===== src/rtl/cwh_pkg.sv =====
// Shared types and constants of the cylindrical weighted histogram.
`timescale 1ns / 1ps
`default_nettype none

package cwh_pkg;

   localparam logic [1:0] OP_ACCUM = 2'd0;
   localparam logic [1:0] OP_READ  = 2'd1;
   localparam logic [1:0] OP_CLEAR = 2'd2;

   localparam logic [2:0] ST_ACCUM = 3'd0;
   localparam logic [2:0] ST_SPACE = 3'd1;
   localparam logic [2:0] ST_INDEX = 3'd2;
   localparam logic [2:0] ST_READ  = 3'd3;
   localparam logic [2:0] ST_CLEAR = 3'd4;

   localparam int CSR_IDX_W = 3;
   localparam logic [CSR_IDX_W-1:0] CSR_RADIUS_LIMIT = 3'd0;
   localparam logic [CSR_IDX_W-1:0] CSR_HEIGHT_LOW   = 3'd1;
   localparam logic [CSR_IDX_W-1:0] CSR_HEIGHT_HIGH  = 3'd2;
   localparam logic [CSR_IDX_W-1:0] CSR_RADIUS_SCALE = 3'd3;
   localparam logic [CSR_IDX_W-1:0] CSR_HEIGHT_SCALE = 3'd4;
   localparam logic [CSR_IDX_W-1:0] CSR_FIRST        = 3'd5;
   localparam logic [CSR_IDX_W-1:0] CSR_LAST         = 3'd6;

   localparam logic [31:0] RST_RADIUS_LIMIT = 32'd6554;
   localparam logic [31:0] RST_HEIGHT_LOW   = 32'hFFFF0000;
   localparam logic [31:0] RST_HEIGHT_HIGH  = 32'h00010000;
   localparam logic [31:0] RST_RADIUS_SCALE = 32'd41943040;
   localparam logic [31:0] RST_HEIGHT_SCALE = 32'd2097152;

   localparam logic [2:0] MUL_XX = 3'd0;
   localparam logic [2:0] MUL_YY = 3'd1;
   localparam logic [2:0] MUL_RS = 3'd2;
   localparam logic [2:0] MUL_ZS = 3'd3;
   localparam logic [2:0] MUL_MA = 3'd4;
   localparam logic [2:0] MUL_MB = 3'd5;
   localparam logic [2:0] MUL_LO = 3'd6;
   localparam logic [2:0] MUL_HI = 3'd7;

   typedef struct packed {
      logic [1:0]         op;
      logic signed [31:0] pos_x;
      logic signed [31:0] pos_y;
      logic signed [31:0] pos_z;
      logic [31:0]        mass;
      logic signed [31:0] value_a;
      logic signed [31:0] value_b;
      logic [5:0]         read_radius_bin;
      logic [5:0]         read_height_bin;
   } req_type;

   typedef struct packed {
      logic [2:0]         status;
      logic [63:0]        sum_mass;
      logic signed [63:0] sum_mass_a;
      logic signed [63:0] sum_mass_b;
      logic signed [63:0] sum_mass_ab;
   } rsp_type;

   typedef struct packed {
      logic       ready;
      logic [2:0] mul_sel;
      logic       n_load;
      logic       n_add;
      logic       sqrt_step;
      logic       cap_ir;
      logic       cap_iz;
      logic       cap_ma;
      logic       cap_mb;
      logic       cap_lob;
      logic       cap_ab;
      logic       mem_wr;
      logic       clr_step;
      logic       rsp_load;
      logic [2:0] code;
   } cmd_type;

   typedef struct packed {
      logic [1:0] op;
      logic       index_fail;
      logic       space_fail;
      logic       bin_fail;
      logic       sqrt_last;
      logic       clr_last;
      logic       rsp_free;
   } sts_type;

endpackage

`default_nettype wire


===== src/rtl/cwh_ctrl.sv =====
// Sequencing state machine of the cylindrical weighted histogram.
`timescale 1ns / 1ps
`default_nettype none

module cwh_ctrl (
   input  wire              clock,
   input  wire              reset,
   input  wire              req_valid,
   input  cwh_pkg::sts_type sts,
   output cwh_pkg::cmd_type cmd
);

   localparam logic [4:0] S_IDLE  = 5'd0;
   localparam logic [4:0] S_CHECK = 5'd1;
   localparam logic [4:0] S_SQY   = 5'd2;
   localparam logic [4:0] S_SQS   = 5'd3;
   localparam logic [4:0] S_SQRT  = 5'd4;
   localparam logic [4:0] S_WIN   = 5'd5;
   localparam logic [4:0] S_MZ    = 5'd6;
   localparam logic [4:0] S_MMA   = 5'd7;
   localparam logic [4:0] S_MMB   = 5'd8;
   localparam logic [4:0] S_MLO   = 5'd9;
   localparam logic [4:0] S_MHI   = 5'd10;
   localparam logic [4:0] S_AB    = 5'd11;
   localparam logic [4:0] S_WB    = 5'd12;
   localparam logic [4:0] S_RD0   = 5'd13;
   localparam logic [4:0] S_CLR   = 5'd14;
   localparam logic [4:0] S_DONE  = 5'd15;

   logic [4:0] state_ff, state_in;
   logic [2:0] code_ff, code_in;
   logic       report_ff, report_in;

   always_comb begin
      cmd       = '0;
      cmd.code  = code_ff;
      state_in  = state_ff;
      code_in   = code_ff;
      report_in = report_ff;
      case (state_ff)
         S_IDLE: begin
            cmd.ready = 1'b1;
            if (req_valid) begin
               case (sts.op)
                  cwh_pkg::OP_ACCUM: state_in = S_CHECK;
                  cwh_pkg::OP_READ:  state_in = S_RD0;
                  cwh_pkg::OP_CLEAR: begin
                     state_in  = S_CLR;
                     report_in = 1'b1;
                  end
                  default: state_in = S_IDLE;
               endcase
            end
         end
         S_CHECK: begin
            if (sts.index_fail) begin
               code_in  = cwh_pkg::ST_INDEX;
               state_in = S_DONE;
            end else begin
               cmd.mul_sel = cwh_pkg::MUL_XX;
               state_in    = S_SQY;
            end
         end
         S_SQY: begin
            cmd.mul_sel = cwh_pkg::MUL_YY;
            cmd.n_load  = 1'b1;
            state_in    = S_SQS;
         end
         S_SQS: begin
            cmd.n_add = 1'b1;
            state_in  = S_SQRT;
         end
         S_SQRT: begin
            cmd.sqrt_step = 1'b1;
            if (sts.sqrt_last) begin
               state_in = S_WIN;
            end
         end
         S_WIN: begin
            if (sts.space_fail) begin
               code_in  = cwh_pkg::ST_SPACE;
               state_in = S_DONE;
            end else begin
               cmd.mul_sel = cwh_pkg::MUL_RS;
               state_in    = S_MZ;
            end
         end
         S_MZ: begin
            cmd.mul_sel = cwh_pkg::MUL_ZS;
            cmd.cap_ir  = 1'b1;
            state_in    = S_MMA;
         end
         S_MMA: begin
            cmd.mul_sel = cwh_pkg::MUL_MA;
            cmd.cap_iz  = 1'b1;
            state_in    = S_MMB;
         end
         S_MMB: begin
            cmd.mul_sel = cwh_pkg::MUL_MB;
            cmd.cap_ma  = 1'b1;
            if (sts.bin_fail) begin
               code_in  = cwh_pkg::ST_SPACE;
               state_in = S_DONE;
            end else begin
               state_in = S_MLO;
            end
         end
         S_MLO: begin
            cmd.mul_sel = cwh_pkg::MUL_LO;
            cmd.cap_mb  = 1'b1;
            state_in    = S_MHI;
         end
         S_MHI: begin
            cmd.mul_sel = cwh_pkg::MUL_HI;
            cmd.cap_lob = 1'b1;
            state_in    = S_AB;
         end
         S_AB: begin
            cmd.cap_ab = 1'b1;
            state_in   = S_WB;
         end
         S_WB: begin
            cmd.mem_wr = 1'b1;
            code_in    = cwh_pkg::ST_ACCUM;
            state_in   = S_DONE;
         end
         S_RD0: begin
            code_in  = cwh_pkg::ST_READ;
            state_in = S_DONE;
         end
         S_CLR: begin
            cmd.clr_step = 1'b1;
            if (sts.clr_last) begin
               if (report_ff) begin
                  code_in  = cwh_pkg::ST_CLEAR;
                  state_in = S_DONE;
               end else begin
                  state_in = S_IDLE;
               end
            end
         end
         S_DONE: begin
            if (sts.rsp_free) begin
               cmd.rsp_load = 1'b1;
               state_in     = S_IDLE;
            end
         end
         default: state_in = S_IDLE;
      endcase
   end

   always_ff @(posedge clock) begin
      if (reset) begin
         state_ff  <= S_CLR;
         code_ff   <= cwh_pkg::ST_ACCUM;
         report_ff <= 1'b0;
      end else begin
         state_ff  <= state_in;
         code_ff   <= code_in;
         report_ff <= report_in;
      end
   end

endmodule

`default_nettype wire


===== config.mk =====
export PLATFORM = sky130hd
export DESIGN_NAME = cwh_ctrl
export DESIGN_NICKNAME = d
export VERILOG_FILES = /design/src/rtl/cwh_pkg.sv /design/src/rtl/cwh_ctrl.sv
export SDC_FILE = /design/constraint.sdc
export NUM_CORES = 1
export LEC_CHECK = 0
export BUFFER_PORTS_ARGS = -buffer_cell sky130_fd_sc_hd__buf_4
export CAP_MARGIN = 20
export CELL_PAD_IN_SITES_DETAIL_PLACEMENT = 0
export CELL_PAD_IN_SITES_GLOBAL_PLACEMENT = 1
export CORE_UTILIZATION = 34
export CTS_CLUSTER_SIZE = 8
export DETAILED_ROUTE_END_ITERATION = 12
export PLACE_DENSITY_LB_ADDON = 0.25
export RECOVER_POWER = 50
export SYNTH_ARGS = -nofsm -noshare
export SYNTH_HDL_FRONTEND = slang
export SYNTH_SLANG_ARGS = --single-unit
export TNS_END_PERCENT = 20

===== constraint.sdc =====
create_clock -name clock -period 1.9 [get_ports clock]
set_input_delay 0.285 -clock clock [delete_from_list [all_inputs] [get_ports clock]]
set_output_delay 0.285 -clock clock [all_outputs]
set_load 0.02 [all_outputs]

---- After elaboration in Yosys (flattened, before gate mapping) ----
Cells that the tools add are included.
word-level totals
  flip-flop bits (word level) ............. 9
  logic and storage cells ................. 67
cells by class
  equal/unequal tests ..................... 25
  multiplexer cells ....................... 32
  reduce and logical (&&, ||, !) cells .... 7
operators with widths
  cell                number
  $pmux 5 s15         1
  $eq 5x4->1 const B  8
  $pmux 3 s7          1
  $eq 5x3->1 const B  4
  $mux 5              4
  $mux 3              6
  $pmux 3 s6          1
  $ne 2x2->1 const B  8
  $mux 1              14
  $mux 4              3
  $pmux 4 s3          1
  $eq 5x2->1 const B  2
  $reduce_and 6->1    1
  $reduce_bool 6->1   1
  $eq 5x1->1 const B  1
  $logic_not 5->1     1
  $reduce_and 4->1    1
  $reduce_and 3->1    1
  $eq 2x1->1 const B  1
  $eq 2x2->1 const B  1
  $logic_not 2->1     1
  $mux 2              1
  $reduce_or 2->1     1

---- Logic depth before layout (Yosys ltp) ----
  depth in word-level cells ............... 4
  mapped depth ............................ 7
  mapped depth without buffers ............ 7

---- Least setup slack after synthesis ----
OpenSTA, ideal clock, no wires.
  path kind ............................... reg2out
  start ................................... register state_ff[2]
  end ..................................... output port cmd[17] (netlist name)
  arrival time ............................ 1431 ps
  cell stages (with the launch flop) ...... 6
  slack ................................... 184 ps
  required time ........................... 1615 ps
  cells stage by stage .................... dfxtp_1 -> buf_6 -> clkbuf_1 -> nand2_1 -> nor2_1 -> a21o_1
RTL lines
  element                   line             source
  start: declaration        cwh_ctrl.sv:30   logic [4:0] state_ff, state_in;
  start signal: assignment  cwh_ctrl.sv:158  state_ff <= state_in;
  end: declaration          cwh_ctrl.sv:10   output cwh_pkg::cmd_type cmd

==> impl_summary.txt <==
----------------------------------------------------
[Run status]
  Run status ... complete, no violations

[Timing]
  Share of the clock period used by the worst path ... 0.927
  Max Clock Skew ... 6.31 ps
  Hold Vio Cnt, Final ... 0
  Worst slew margin relative to its limit ... 0.722
  Post-route worst setup slack ... 138 ps
  Final Max Tran Viols ... 0
  Min cycle time layout ... 1760 ps
  Final total negative setup slack ... 0 ps
  Setup repair after global routing missed its margin ... false
  Final count of negative-setup-slack endpoints ... 0
  Peak Freq ... ~570 MHz
  Slew at the pin with the worst max-slew slack ... about 420 ps

[Floorplan]
  Effective utilization at floorplan ... 0.375
  Die boundary height ... 52.5 um
  Standard cell core area ... 2320 um^2
  Number of top-level pins ... 30
  Floorplan row count ... 17
  Area of the die ... approximately 2800 um^2
  Overall die width ... 52.5 um

[Worst setup path]
  Critical Path RT ... 1620 ps
  Critical path endpoint category ... output port
  Reg-to-Reg End ... code_ff[2]
  Buf/Inv on CP ... 1
  WP data arrival ... around 1500 ps
  Critical Setup Path Class ... flop to output port
  Critical Path, Cell by Cell ... nand2b_1 > a21oi_1 > or2_2 > buf_4
  Library cell contributing the largest single delay on the critical path ... dfxtp_2
  Worst R2R Start ... state_ff[3]
  Largest driver fanout on the critical path ... 10
  Largest delay share family, worst path ... simple AND/OR/NAND/NOR gates
  Reg2reg path depth ... 5
  Flop-to-flop setup slack ... 210 ps
  Delay of the slowest cell on the worst path ... 440 ps
  Nature of the critical path startpoint ... flop

[Global route]
  Maximum number of pins on one net before global-route repair ... 20
  Overflow left after global routing ... 0
  First-pass GRT wire length ... 3.82 mm
  Total track usage ... 0.186
  Initial antenna violation count ... 0
  Number of global-route vias before repair ... 841

[Clock tree]
  Root buf cell ... clkbuf_4
  Reg clk slew, reported paths ... roughly 60 ps
  Clock Sinks ... 8
  Post-CTS Hold Fix Bufs ... 0
  Clock buffer depth ... 2
  H-tree levels ... 1
  Insertion delay to the later sink of the worst-skew pair ... 260 ps
  TritonCTS clock tree ... done
  CTS Buf Count ... 3

[Route]
  Total Routed Length ... about 2.4 mm
  Remaining design rule violation count ... 0
  Avg Vias per Cell ... 5.38
  Total number of vias ... 946
  Routed wirelength normalized by instance count ... roughly 13 um
  First drt pass iteration count ... 4
  Number of routed nets with antenna violations ... 0
  Initial detailed-routing violation count ... 14

[Logic synthesis]
  Fraction of synthesized area in multiplexers ... 0.0591
  FFs w/ async S/R, synth ... 0
  Post-Synth Simple-Gate Area ... 0.353
  Parity-gate share of the synthesized area counting xor and xnor cells ... 0.0101
  Post-synthesis share of cell area spent on full adders, half adders and majority gates ... 0.0576
  Synthesis Warnings ... 0
  Post-synthesis cell area ... 868 um^2
  Share of the synthesized area in compound gates (AO/OA/AOI/OAI) ... 0.241
  Main combinational cell family by area after synthesis ... simple AND/OR/NAND/NOR gates
  Synthesized flop and latch total ... 8
  Syn nets ... 134
  Predominant post-synthesis flop cell ... dfxtp_1
  Largest area contributor in the netlist ... dfxtp_1
  Mean cell area of the mapped netlist ... approximately 7.3 um^2
  Post-synth cell types ... 42
  Number of synthesized flops with an enable pin ... 0
  Instance count of the mapped netlist ... between 100 and 150
  Register area share after synthesis ... 0.184
  Top area cells in the synthesized netlist ... dfxtp_1 18%, nor2_1 9.5%, ha_1 5.8%, mux2i_1 4.6%, nand2b_1 4.3%
  Area fraction of the dominant cell type after synthesis ... 0.184

[Worst hold path]
  Hold path cells ... 2
  Worst Hold End ... state_ff[0]
  Launch instance of the worst min-delay path ... reset
  Classification of the worst-slack hold path ... input port to flop

[Place]
  GPL Wtd Cong ... roughly 0.81
  IO Port Bufs ... 29
  DP Wirelength ... 1.79 mm
  Setup Slack @ Placement ... 156 ps
  Cells after DPL ... 173

[Power]
  P_leak ... between 0.0004 and 0.0005 uW
  Power density of the placed cells ... between 1500 and 2000 nW/um^2
  Maximum vdd drop ... 0.000718 V
  PnR Total Power ... 1820 uW

[Final layout]
  Antenna diode instance count ... 0
  Final Non-Filler Cells ... 176
  Synth-to-layout area growth ... 28.4%
  Fraction of final layout cells with drive strength greater than 1 ... 0.297
  Fin nets ... 165

[Run]
  Max-cap violation count ... 0

----------------------------------------------------
==> per-layer routing <==
layer / global-route usage / vias to the layer above / wire [um]
met4: 0.0395 / 0 / 18
met5: 0 / - / 0
met1: 0.251 / 441 / 1120
met3: 0.0464 / 2 / 100
met2: 0.295 / 24 / 1110
li1: - / 479 / -
==> Yosys cell counts, drive strengths merged, types with 2 or more instances <==
cell,number
a21o,2
nor3,7
a21oi,7
a221oi,2
nand2,8
a31oi,2
nand2b,7
dfxtp,8
o21ai,5
inv,3
ha,4
mux2i,4
o21a,2
or2,2
o311a,2
buf,8
clkbuf,3
nor2,22
nor3b,4
==> area by class of cell <==
cell class              instances  area (um^2)
inverters                       4         15.0
clock buffers                   3         22.5
well taps                      28         35.0
multi-input cells              96          628
flip-flops and latches          8          165
fillers                       261         1200
repair buffers                 37          249
==> timing repair <==
item	CTS	global route
gates resized for setup	1	4
setup buffers	0	0
setup endpoints to repair	1	6
pin swaps	0	0
==> where the power goes <==
part	switching, uW	total [uW]	internal (uW)
clock	60.1	132	72.4
combinational	736	1330	595
sequential	118	355	237
total	914	1820	904
==> cells in the final DEF, fill, tap and decap left out, types with 2 or more instances in the layout <==
| cell | Yosys | routed |
|---|---|---|
| nand2_1 | 8 | 8 |
| mux2i_1 | 4 | 4 |
| clkbuf_4 | 0 | 3 |
| inv_1 | 3 | 3 |
| nor2_1 | 22 | 22 |
| a221oi_1 | 2 | 2 |
| ha_1 | 4 | 4 |
| o21ai_0 | 4 | 4 |
| nor3b_1 | 3 | 3 |
| o311a_1 | 2 | 2 |
| a21oi_1 | 7 | 7 |
| dfxtp_2 | 0 | 4 |
| a31oi_1 | 2 | 2 |
| a21o_1 | 2 | 2 |
| clkbuf_1 | 3 | 7 |
| nor3_1 | 7 | 7 |
| dfxtp_1 | 8 | 4 |
| buf_4 | 0 | 29 |
| nand2b_1 | 6 | 5 |
| o21a_1 | 2 | 2 |
==> cell families after synthesis <==
group / after synthesis
and+or+nand+nor: 58
AOI/OAI and AO/OA: 28
adders and majority gates: 4
muxes: 5
buffers and inverters: 15
DFF: 8
xor gates and xnor gates: 1
==> state kept, by name (all words and copies together) (netlist names) <==
register and flops:
code_ff 3, report_ff 1, state_ff 4
==> worst max-delay path by stage <==
stage	from	to	slack [ps]	depth (start not counted)
floorplan	state_ff[2]	cmd[17]	180	5
global placement	state_ff[1]	code_ff[0]	180	5
detailed placement	state_ff[0]	state_ff[2]	160	6
CTS	state_ff[1]	cmd[16]	10	4
global route	state_ff[3]	code_ff[0]	60	5
finish	state_ff[0]	cmd[16]	140	4
==> per-stage QoR <==
| step | util | area, um^2 | hold WS, ps |
|---|---|---|---|
| floorplan | - | 868 | 354 |
| detailed placement | 0.480 | 1110 | 488 |
| finish | 0.481 | 1110 | 234 |
| global placement | 0.480 | 1110 | 481 |
| CTS | 0.491 | 1140 | 245 |
| global route | 0.481 | 1110 | 243 |
Note: power is estimated with default switching activity, not from simulation.
